## config.mk

```make
export PLATFORM = sky130hd
export DESIGN_NAME = sacl_front
export DESIGN_NICKNAME = d
export VERILOG_FILES = /design/src/design/sacl_pkg.sv /design/src/design/sacl_front.sv
export SDC_FILE = /design/constraint.sdc
export NUM_CORES = 1
export LEC_CHECK = 0
export BUFFER_PORTS_ARGS = -buffer_cell sky130_fd_sc_hd__buf_2
export CORE_MARGIN = 1
export CORE_UTILIZATION = 49
export DETAILED_ROUTE_END_ITERATION = 8
export GPL_TIMING_DRIVEN = 0
export PLACE_DENSITY = 0.75
export SLEW_MARGIN = 20
export SYNTH_ARGS = -nofsm -noshare
export SYNTH_HDL_FRONTEND = slang
export SYNTH_SLANG_ARGS = --single-unit
```

## constraint.sdc

```tcl
create_clock -name clock -period 1.7 [get_ports clock]
set_input_delay 0.17 -clock clock [delete_from_list [all_inputs] [get_ports clock]]
set_output_delay 0.17 -clock clock [all_outputs]
set_load 0.005 [all_outputs]
```

## src/design/sacl_pkg.sv

```systemverilog
// shared types and constants for the set-associative cache tag engine
// no dependencies
package sacl_pkg;
   localparam int SETS = 64;
   localparam int WAYS = 4;
   localparam int BLOCK_BYTES = 64;
   localparam int ADDR_BITS = 32;
   localparam int OFF_BITS = $clog2(BLOCK_BYTES);
   localparam int SET_BITS = (SETS > 1) ? $clog2(SETS) : 1;
   localparam int SET_USED = $clog2(SETS);
   localparam int TAG_BITS = ADDR_BITS - OFF_BITS - SET_USED;
   localparam int WAY_BITS = (WAYS > 1) ? $clog2(WAYS) : 1;
   localparam int AGE_BITS = 8;
   localparam int CNT_BITS = 32;
   localparam int QDEPTH = 2;

   localparam logic [0:0] CSR_WRITE_BACK = 1'b0;
   localparam logic [0:0] CSR_WRITE_ALLOCATE = 1'b1;

   typedef struct packed {
      logic                is_write;
      logic [TAG_BITS-1:0] tag;
      logic [SET_BITS-1:0] set;
   } access_type;

   typedef struct packed {
      logic        hit;
      logic        fetch_read;
      logic        writeback_valid;
      logic [31:0] writeback_address;
      logic        forward_write;
      logic [31:0] read_accesses;
      logic [31:0] read_misses;
      logic [31:0] write_accesses;
      logic [31:0] write_misses;
   } result_type;
endpackage

```

## src/design/sacl_front.sv

```systemverilog
// front end: accepts accesses, splits address into set and tag, queues them
// depends on sacl_pkg
module sacl_front import sacl_pkg::*; (
   input  logic       clock,
   input  logic       reset,
   input  logic       req_tvalid,
   output logic       req_tready,
   input  logic [7:0] req_tuser,
   input  logic [31:0] req_tdata,
   output logic       q_valid,
   input  logic       q_pop,
   output access_type q_data
);
   localparam int PB = $clog2(QDEPTH);
   access_type mem_ff [QDEPTH];
   logic [PB-1:0] wp_ff, wp_in, rp_ff, rp_in;
   logic [PB:0]   cnt_ff, cnt_in;
   logic [ADDR_BITS-1:0] addr;
   access_type item;
   logic push;

   always_comb begin
      addr = ADDR_BITS'(req_tdata);
      item.is_write = req_tuser[0];
      item.set = SET_BITS'(addr >> OFF_BITS);
      item.tag = TAG_BITS'(addr >> (OFF_BITS + SET_USED));
      if (SETS == 1) item.set = '0;
   end

   assign req_tready = cnt_ff != (PB+1)'(QDEPTH);
   assign push = req_tvalid && req_tready;
   assign q_valid = cnt_ff != '0;
   assign q_data = mem_ff[rp_ff];
   assign wp_in = push ? wp_ff + 1'b1 : wp_ff;
   assign rp_in = q_pop ? rp_ff + 1'b1 : rp_ff;
   assign cnt_in = cnt_ff + (PB+1)'(push) - (PB+1)'(q_pop);

   always_ff @(posedge clock) begin
      if (push) mem_ff[wp_ff] <= item;
      if (reset) begin
         wp_ff <= '0;
         rp_ff <= '0;
         cnt_ff <= '0;
      end else begin
         wp_ff <= wp_in;
         rp_ff <= rp_in;
         cnt_ff <= cnt_in;
      end
   end

`ifndef ASSERT_OFF
   a_no_overflow: assert property (@(posedge clock) disable iff (reset)
      cnt_ff == (PB+1)'(QDEPTH) |-> !push) else $error("queue overflow");
   a_no_underflow: assert property (@(posedge clock) disable iff (reset)
      q_pop |-> q_valid) else $error("queue underflow");
   a_count: assert property (@(posedge clock) disable iff (reset)
      cnt_ff <= (PB+1)'(QDEPTH)) else $error("queue count out of range");
`endif
endmodule

```

==> impl_metrics.csv, run 1 <==
group,metric,value,unit
job,drv_cap,0,
min_path,holdCritPathClass,"in -> reg",
logic_synthesis,synth.distinct_cells,22,
floorplanning,io_pins,73,
worst_setup_path,ff2ff_setup_slack,0.08,ns
sta,slew_violations,0,
clocking,cts_sinks,59,
floorplanning,dieArea,4761,sq um
power,p_leak,1.044,nW
global_routing,overflow,0,
worst_setup_path,slowest_delay,0.35,ns
clocking,hold_buffers,0,
logic_synthesis,synth_warnings,0,
clocking,h-tree-depth,3,
worst_setup_path,cp.arrival,1.46,ns
run_status,outcome,"completed",
drt,drc,0,
logic_synthesis,avgSynthCellArea,19.64,sq um
sta,hold_viol,0,
floorplanning,core_area,4324,sq um
sta,relSlewSlack,57.70,%
drt,final_antenna_net_count,0,
drt,via_per_inst,5.075,
final_layout,final_util,63.77,%
power,power.density,1155,nW/um^2
sta,min_period,1.634,ns
placement,io_buffers,59,
clocking,clk_pin_slew,0.06,ns
worst_setup_path,cp-end-kind,"output pin",
logic_synthesis,synth_area_leaders,"edfxtp_1 74%, mux2_2 9.7%, dfxtp_1 4.6%",
final_layout,fin_nets,228,
clocking,cts_buffers,9,
drt,wl_per_cell,15.17,um
clocking,clkLatencyLatePin,0.32,ns
placement,dpl_cell_area,2560,sq um
floorplanning,die_y,69,um
drt,firstDrtPassIters,4,
worst_setup_path,cp.required,1.53,ns
worst_setup_path,crit_path_start_kind,"flop",
final_layout,final_area,2758,sq um
logic_synthesis,synth_top_area_share,73.72,%
logic_synthesis,syn_inst,112,
worst_setup_path,cp_max_fo,10,
drt,num_vias,1213,
floorplanning,initial_core_util,50.87,%
logic_synthesis,synth_seq_cells,59,
clocking,clockBufferDepth,2,
placement,dp.final_hpwl,2426,um
global_routing,antenna_found_initial,0,
clocking,cts_tree,"yes",
global_routing,first_global_vias,1220,
final_layout,drive_above_1_share,54.01,%
min_path,min_path_cells,1,
final_layout,n_antenna_cell,0,
worst_setup_path,rr_worst_depth,6,
logic_synthesis,yosysSeqAreaShare,78.27,%
global_routing,grt_usage,16.48,%
worst_setup_path,crit_slowest_cell,"mux2_2",
final_layout,area_growth,25.37,%
sta,worst_slack,0.06586,ns
logic_synthesis,synth_nets,157,
logic_synthesis,synth_top_cell_by_area,"edfxtp_1",
placement,place_congestion,0.6753,
logic_synthesis,syn-cell-area,2200,sq um
global_routing,grt_pass1_wl,5871,um
sta,fmax,611.9,MHz
sta,setup_violations,0,
floorplanning,fp.dieW,69,um
worst_setup_path,crit_type,"reg -> out",
drt,drt-total-wl,3625,um
drt,drt_iter0_drc,52,
power,peakVddDrop,799.3,uV
floorplanning,placementRows,24,
sta,min_period_over_period,96.13,%
placement,dp_worst_setup_slack,-0.2093,ns
clocking,cts_root_buf,"clkbuf_8",
worst_setup_path,crit_chain,"clkbuf_4, buf_6, mux2_2, buf_2",
sta,rsz0062_at_grt,"no",
sta,clock_skew,0.01106,ns
sta,tightest_slew,0.6345,ns
global_routing,grt_max_degree,28,
-- power breakdown --
group	internal (W)	total, W	switching (W)	leakage, nW
Clock	0.000508	0.000979	0.000471	0.0804
Combinational	0.000221	0.000433	0.000213	0.417
Sequential	0.00173	0.00177	0.0000400	0.546
Total	0.00246	0.00319	0.000724	1.04
-- final cells by class --
cell class | count | area, sq um
Timing Repair Buffer | 59 | 295.3
Clock inverter | 4 | 18.77
Buffer | 3 | 33.78
Sequential cell | 59 | 1723
Multi-Input combinational cell | 47 | 467.9
Clock buffer | 11 | 131.4
Inverter | 3 | 15.01
Tap cell | 52 | 65.06
Fill cell | 327 | 1567
Timing Repair inverter | 1 | 7.507
-- path summary, 6_finish.rpt --
check	from	end
setup / recovery	flop	q_data[6]
hold / removal	req_tdata[8]	mem_ff[1][2]
setup reg to reg	cnt_ff[0]	cnt_ff[1]
hold reg to reg	rp_ff	flop
-- registers in the layout (all words and copies together), names as in the netlist, named ones only --
name,flops
wp_ff,1
mem_ff,54
rp_ff,1
cnt_ff,2
-- stage by stage --
step	hold slack [ns]	setup TNS, ns	power, W	instances
finish	0.03833	0	0.003186	239
global route	0.02430	0	0.003327	239
CTS	0.02172	-0.3269	0.003208	239
detailed placement	0.3613	-5.624	0.002212	223
global placement	0.3577	-2.964	0.002182	223
floorplan	0.2391	0	0.002015	112
-- worst max-delay path: cells and delay by family (launching register included) --
kind                   cells  cell delay, ns
buffers and inverters      3            0.50
flip-flops                 1            0.30
multiplexers               1            0.35
-- cell usage after synthesis --
library cell / instances
edfxtp_1: 54
mux2_2: 19
mux2_1: 8
dfxtp_1: 5
buf_2: 3
inv_1: 3
nand2b_1: 2
nand4b_1: 2
nor2_1: 2
xnor2_1: 2
a2111oi_0: 1
a21bo_1: 1
a21boi_1: 1
a21oi_1: 1
and3_2: 1
ha_1: 1
nand2_1: 1
nand3b_1: 1
nor2b_1: 1
or2_2: 1
or4_1: 1
or4b_1: 1
-- cells by family after synthesis --
| kind of cell | count (synthesis) | synth area share [%] |
|---|---|---|
| flip-flops | 59 | 78.27 |
| multiplexers | 27 | 13.82 |
| XOR/XNOR | 2 | 0.7965 |
| AND/OR/NAND/NOR | 13 | 3.926 |
| adder cells (fa/ha/maj) | 1 | 0.5687 |
| buffers and inverters | 6 | 1.194 |
| AO/OA/AOI/OAI | 4 | 1.422 |
-- metal layers --
metal | up-vias | wire, um | track usage [%]
met5 | - | 0 | 0
met4 | 0 | 40 | 9.297
met3 | 4 | 170 | 4.825
met2 | 41 | 1946 | 27.18
met1 | 591 | 1467 | 19.19
li1 | 577 | - | -
-- what timing repair did --
action | in CTS | in global routing
cloned | 1 | 0
setup buffers | 0 | 0
resized for setup | 5 | 8
hold endpoints to repair | 0 | 0
setup endpoints to repair | 48 | 21
-- cell usage in the layout (no fill, tap or decap), drive strengths merged --
| cell | Yosys | routed |
|---|---|---|
| mux2 | 27 | 27 |
| nand3b | 1 | 1 |
| clkinvlp | 0 | 2 |
| ha | 1 | 1 |
| nand4b | 2 | 2 |
| edfxtp | 54 | 54 |
| or4 | 1 | 1 |
| inv | 3 | 2 |
| a21oi | 1 | 1 |
| and3 | 1 | 1 |
| a21bo | 1 | 1 |
| dfxtp | 5 | 5 |
| clkinv | 0 | 4 |
| nor2b | 1 | 1 |
| clkbuf | 0 | 12 |
| nand2 | 1 | 1 |
| nor2 | 2 | 2 |
| buf | 3 | 61 |
| a2111oi | 1 | 1 |
| or4b | 1 | 1 |
| or2 | 1 | 1 |
| xnor2 | 2 | 2 |
| a21boi | 1 | 1 |
| nand2b | 2 | 2 |
Power figures use the tool's default switching activity.
==> run 2, diff against run 1 <==
--- a/constraint.sdc
+++ b/constraint.sdc
@@ -3,2 +3,2 @@
 set_output_delay 0.17 -clock clock [all_outputs]
-set_load 0.005 [all_outputs]
+set_load 0.1 [all_outputs]
==> impl_metrics.csv, run 2 (synthesis gave the netlist of run 1 again) <==
group,metric,value,unit
run_status,outcome,"completed",
clocking,postCtsSetupRepairBufs,0,
clocking,cts_root_buf,"clkbuf_8",
final_layout,final_util,68.69,%
global_routing,grt_pass1_wl,6023,um
sta,fmax,603.8,MHz
sta,whs,0.03550,ns
sta,setup_violations,0,
placement,io_buffers,59,
drt,drc,0,
power,power.density,1467,nW/um^2
placement,dp_worst_setup_slack,0.006445,ns
worst_setup_path,cp-end-kind,"output pin",
power,total_power,0.004357,W
final_layout,fin_nets,228,
worst_setup_path,cp.required,1.53,ns
sta,clock_skew,0.006332,ns
final_layout,n_antenna_cell,0,
power,p_leak,1.126,nW
sta,min_period_over_period,97.42,%
clocking,h-tree-depth,3,
clocking,clkLatencyLatePin,0.32,ns
clocking,cts_buffers,9,
global_routing,antenna_found_initial,0,
worst_setup_path,crit_slowest_cell,"mux2_1",
global_routing,grt_usage,17.15,%
worst_setup_path,crit_chain,"buf_6, buf_8, mux2_1, buf_6",
min_path,min_path_cells,1,
worst_setup_path,crit_path_start_kind,"flop",
worst_setup_path,crit_cells,4,
global_routing,top_usage_layer,"met2",
placement,dp.final_hpwl,2372,um
global_routing,first_global_vias,1315,
placement,place_congestion,0.6714,
floorplanning,io_pins,73,
sta,relSlewSlack,57.64,%
final_layout,largest_reg_flops,54,
power,peakVddDrop,843.9,uV
floorplanning,die_y,69,um
global_routing,gr-usage-met2,27.40,%
final_layout,regMostFlops,"mem_ff",
clocking,clockBufferDepth,2,
sta,min_period,1.656,ns
worst_setup_path,cpMostUsedCell,"buf_6",
drt,via_per_inst,5.038,
sta,worst_slack,0.04389,ns
clocking,cts_tree,"yes",
final_layout,final_cell_mix,"54 x edfxtp_1, 39 x buf_2, 21 x mux2_2, 19 x buf_6, 9 x clkbuf_8",
worst_setup_path,path_delay_family,"buffers and inverters",
final_layout,drive_above_1_share,57.45,%
sta,hold_viol,0,
drt,wl_per_cell,15.90,um
global_routing,use_met3,5.117,%
floorplanning,dieArea,4761,sq um
job,drv_cap,0,
worst_setup_path,rr_worst_depth,6,
worst_setup_path,cp.arrival,1.49,ns
global_routing,grt_max_degree,28,
global_routing,met1_usage,20.04,%
sta,slew_violations,0,
final_layout,final_area,2970,sq um
floorplanning,placementRows,24,
worst_setup_path,worst-path-buf-inv,3,
floorplanning,core_area,4324,sq um
drt,firstDrtPassIters,4,
min_path,holdCritPathClass,"in -> reg",
final_layout,final_common_cell,"edfxtp_1",
final_layout,area_growth,35.04,%
final_layout,top_regs,"mem_ff: 54 flops, cnt_ff: 2 flops",
worst_setup_path,cp_max_fo,10,
floorplanning,initial_core_util,50.87,%
clocking,cts_sinks,59,
drt,drt-total-wl,3815,um
floorplanning,fp.dieW,69,um
drt,final_antenna_net_count,0,
drt,drt_iter0_drc,88,
placement,dpl_cell_area,2574,sq um
global_routing,overflow,0,
clocking,clk_pin_slew,0.07,ns
worst_setup_path,crit_type,"reg -> out",
clocking,hold_buffers,0,
drt,num_vias,1209,
sta,tightest_slew,0.6353,ns
worst_setup_path,slowest_delay,0.35,ns
-- run 2: changes by cell type in the layout (fill, tap and decap cells not counted), moves of 2 or more --
cell       change
buf_8          +2
clkbuf_1       -2
buf_2         -20
mux2_1         -2
bufinv_16      +2
buf_6         +18
mux2_2         +2
-- run 2: layout make-up --
class	instances	area [sq um]
well taps	52	65.06
repair buffers	59	427.9
inverters	3	15.01
flip-flops and latches	59	1724
clock inverters	7	82.58
multi-input cells	47	478.0
plain buffers	3	46.29
repair inverters	1	7.507
clock buffers	9	123.9
fillers	297	1354
-- run 2: stage by stage --
stage / setup TNS [ns] / std cells
2_1_floorplan: -0.05435 / 112
3_3_place_gp: 0 / 223
3_5_place_dp: 0 / 223
4_1_cts: 0 / 240
5_1_grt: -0.009913 / 240
6_report: 0 / 240
-- run 2: per-layer routing --
metal  routed length [um]  share of wire, %  up-vias
li1                     -                 -      581
met1                 1592                42      580
met2                 1998                52       41
met3                  150               3.9        7
met4                   74               1.9        0
met5                    0                 0        -
-- run 2: power by group --
part	internal [W]	switching [W]
clock network	0.000807	0.000504
registers	0.00174	0.0000420
logic	0.000318	0.000951
-- run 2: repair_timing --
item                       CTS  global route
hold endpoints to repair     0             0
setup endpoints to repair   47            17
pin swaps                    0             1
resized for setup           42            18
cloned                       1             0
-- run 2: worst paths after layout --
| path | end | startpoint | slack [ns] |
|---|---|---|---|
| min reg2reg | flop | rp_ff | 0.52 |
| max | q_data[14] | flop | 0.04 |
| max reg2reg | cnt_ff[1] | cnt_ff[0] | 0.07 |
| min | mem_ff[0][1] | req_tdata[7] | 0.04 |
==> run 3, diff against run 2 <==
- CORE_UTILIZATION: 49 -> 53
- PLACE_DENSITY: 0.75 -> 0.8
- clock period: 1.7 -> 2.1 ns (I/O delays scaled with it)
==> impl_metrics.csv, run 3 (synthesis gave the netlist of run 1 again) <==
group,metric,value,unit
sta,setup_tns,0,ns
floorplanning,die_y,66.42,um
sta,rsz0062_at_grt,"no",
drt,final_antenna_net_count,0,
sta,hold_viol,0,
sta,slew_violations,0,
sta,clock_skew,0.005679,ns
clocking,hold_buffers,0,
worst_setup_path,crit_path_start_kind,"flop",
drt,drt-total-wl,3648,um
global_routing,first_global_vias,1198,
final_layout,stdcell_count,237,
worst_setup_path,cp.required,1.89,ns
sta,fmax,505.1,MHz
drt,wl_per_cell,15.39,um
placement,place_congestion,0.6501,
final_layout,final_common_cell,"buf_2",
floorplanning,fp.dieW,66.42,um
worst_setup_path,cp-end-kind,"output pin",
floorplanning,core_area,4000,sq um
clocking,cts_tree,"yes",
power,peakVddDrop,685.0,uV
clocking,cts_buffers,9,
floorplanning,dieArea,4412,sq um
power,power.density,1194,nW/um^2
final_layout,fin_nets,227,
worst_setup_path,crit_type,"reg -> out",
final_layout,drive_above_1_share,51.34,%
floorplanning,initial_core_util,54.99,%
drt,drt_iter0_drc,35,
clocking,clk_pin_slew,0.06,ns
clocking,cts_sinks,59,
clocking,clockBufferDepth,2,
run_status,outcome,"completed",
sta,tightest_slew,0.6650,ns
clocking,clkLatencyLatePin,0.32,ns
power,total_power,0.003276,W
sta,min_period_over_period,94.28,%
clocking,cts_root_buf,"clkbuf_8",
job,drv_cap,0,
final_layout,final_cell_mix,"61 x buf_2, 54 x edfxtp_1, 19 x mux2_2, 9 x clkbuf_8, 8 x mux2_1",
global_routing,grt_max_degree,28,
floorplanning,io_pins,73,
placement,io_buffers,59,
final_layout,n_antenna_cell,0,
clocking,h-tree-depth,3,
drt,via_per_inst,5.093,
drt,num_vias,1207,
global_routing,grt_pass1_wl,5478,um
sta,min_period,1.980,ns
sta,setup_violations,0,
final_layout,largest_reg_flops,54,
worst_setup_path,cp.arrival,1.77,ns
final_layout,top_regs,"mem_ff: 54 flops, cnt_ff: 2 flops",
final_layout,regMostFlops,"mem_ff",
placement,dp.final_hpwl,2408,um
power,p_leak,1.046,nW
sta,relSlewSlack,55.67,%
global_routing,overflow,0,
drt,drc,0,
global_routing,grt_usage,18.41,%
min_path,holdCritPathClass,"in -> reg",
final_layout,area_growth,24.74,%
worst_setup_path,rr_worst_depth,7,
placement,dp_cells,221,
min_path,min_path_cells,1,
floorplanning,placementRows,23,
placement,dpl_cell_area,2560,sq um
final_layout,final_area,2744,sq um
worst_setup_path,cp_max_fo,10,
drt,firstDrtPassIters,4,
global_routing,antenna_found_initial,0,
final_layout,fillers,288,
run 3: changes by cell type in the layout (fill, tap and decap cells not counted), sizes merged:
cell	previous run	this run
clkinvlp	2	1
bufinv	2	1
clkbuf	9	14
clkinv	5	2
buf	62	61
run 3: worst paths after layout:
path	slack, ns	start	end
max reg2reg	0.42	cnt_ff[0]	cnt_ff[1]
min	0.08	req_tdata[20]	mem_ff[0][14]
max	0.12	flop	q_data[12]
min reg2reg	0.54	rp_ff	rp_ff
run 3: power by group:
part	switching [W]	internal, W	total [W]
clock	0.000387	0.000544	0.000931
combinational	0.000745	0.000167	0.000912
sequential	0.0000293	0.00140	0.00143
total	0.00116	0.00211	0.00328
run 3: what timing repair did:
action	in CTS	in global routing
endpoints found under the setup margin	0	28
buffers inserted	0	0
resized for setup	0	2
run 3: metal layers:
metal,part of all wire [%],track usage [%]
met5,0,0
met4,1.8,10.64
met3,6.3,8.966
met2,53,31.12
met1,39,18.13
run 3: area by class of cell:
| type | count | area (sq um) | share of cell area (%) |
|---|---|---|---|
| clock buffer | 13 | 138.9 | 5.062 |
| inverter | 3 | 15.01 | 0.5472 |
| clock inverter | 3 | 38.79 | 1.414 |
| timing repair buffer | 59 | 295.3 | 10.76 |
| tap | 50 | 62.56 | 2.280 |
| sequential | 59 | 1722 | 62.75 |
| multi-input combinational | 47 | 454.2 | 16.55 |
| buffer | 3 | 17.52 | 0.6384 |
run 3: critical path: stages, from the launching register on:
cell and delay [ns]:
dfxtp_1 0.30, buf_2 0.21, buf_2 0.28, mux2_2 0.36, buf_2 0.29
run 3: through the flow:
stage	hold slack [ns]	utilization, %	setup slack, ns
after floorplan	0.2791	-	0.1282
after global placement	0.3983	64.00	0.3256
after detailed placement	0.4015	64.00	0.2504
after CTS	0.06308	68.44	0.06684
after global routing	0.05393	68.60	0.01066
final	0.07822	68.60	0.1202
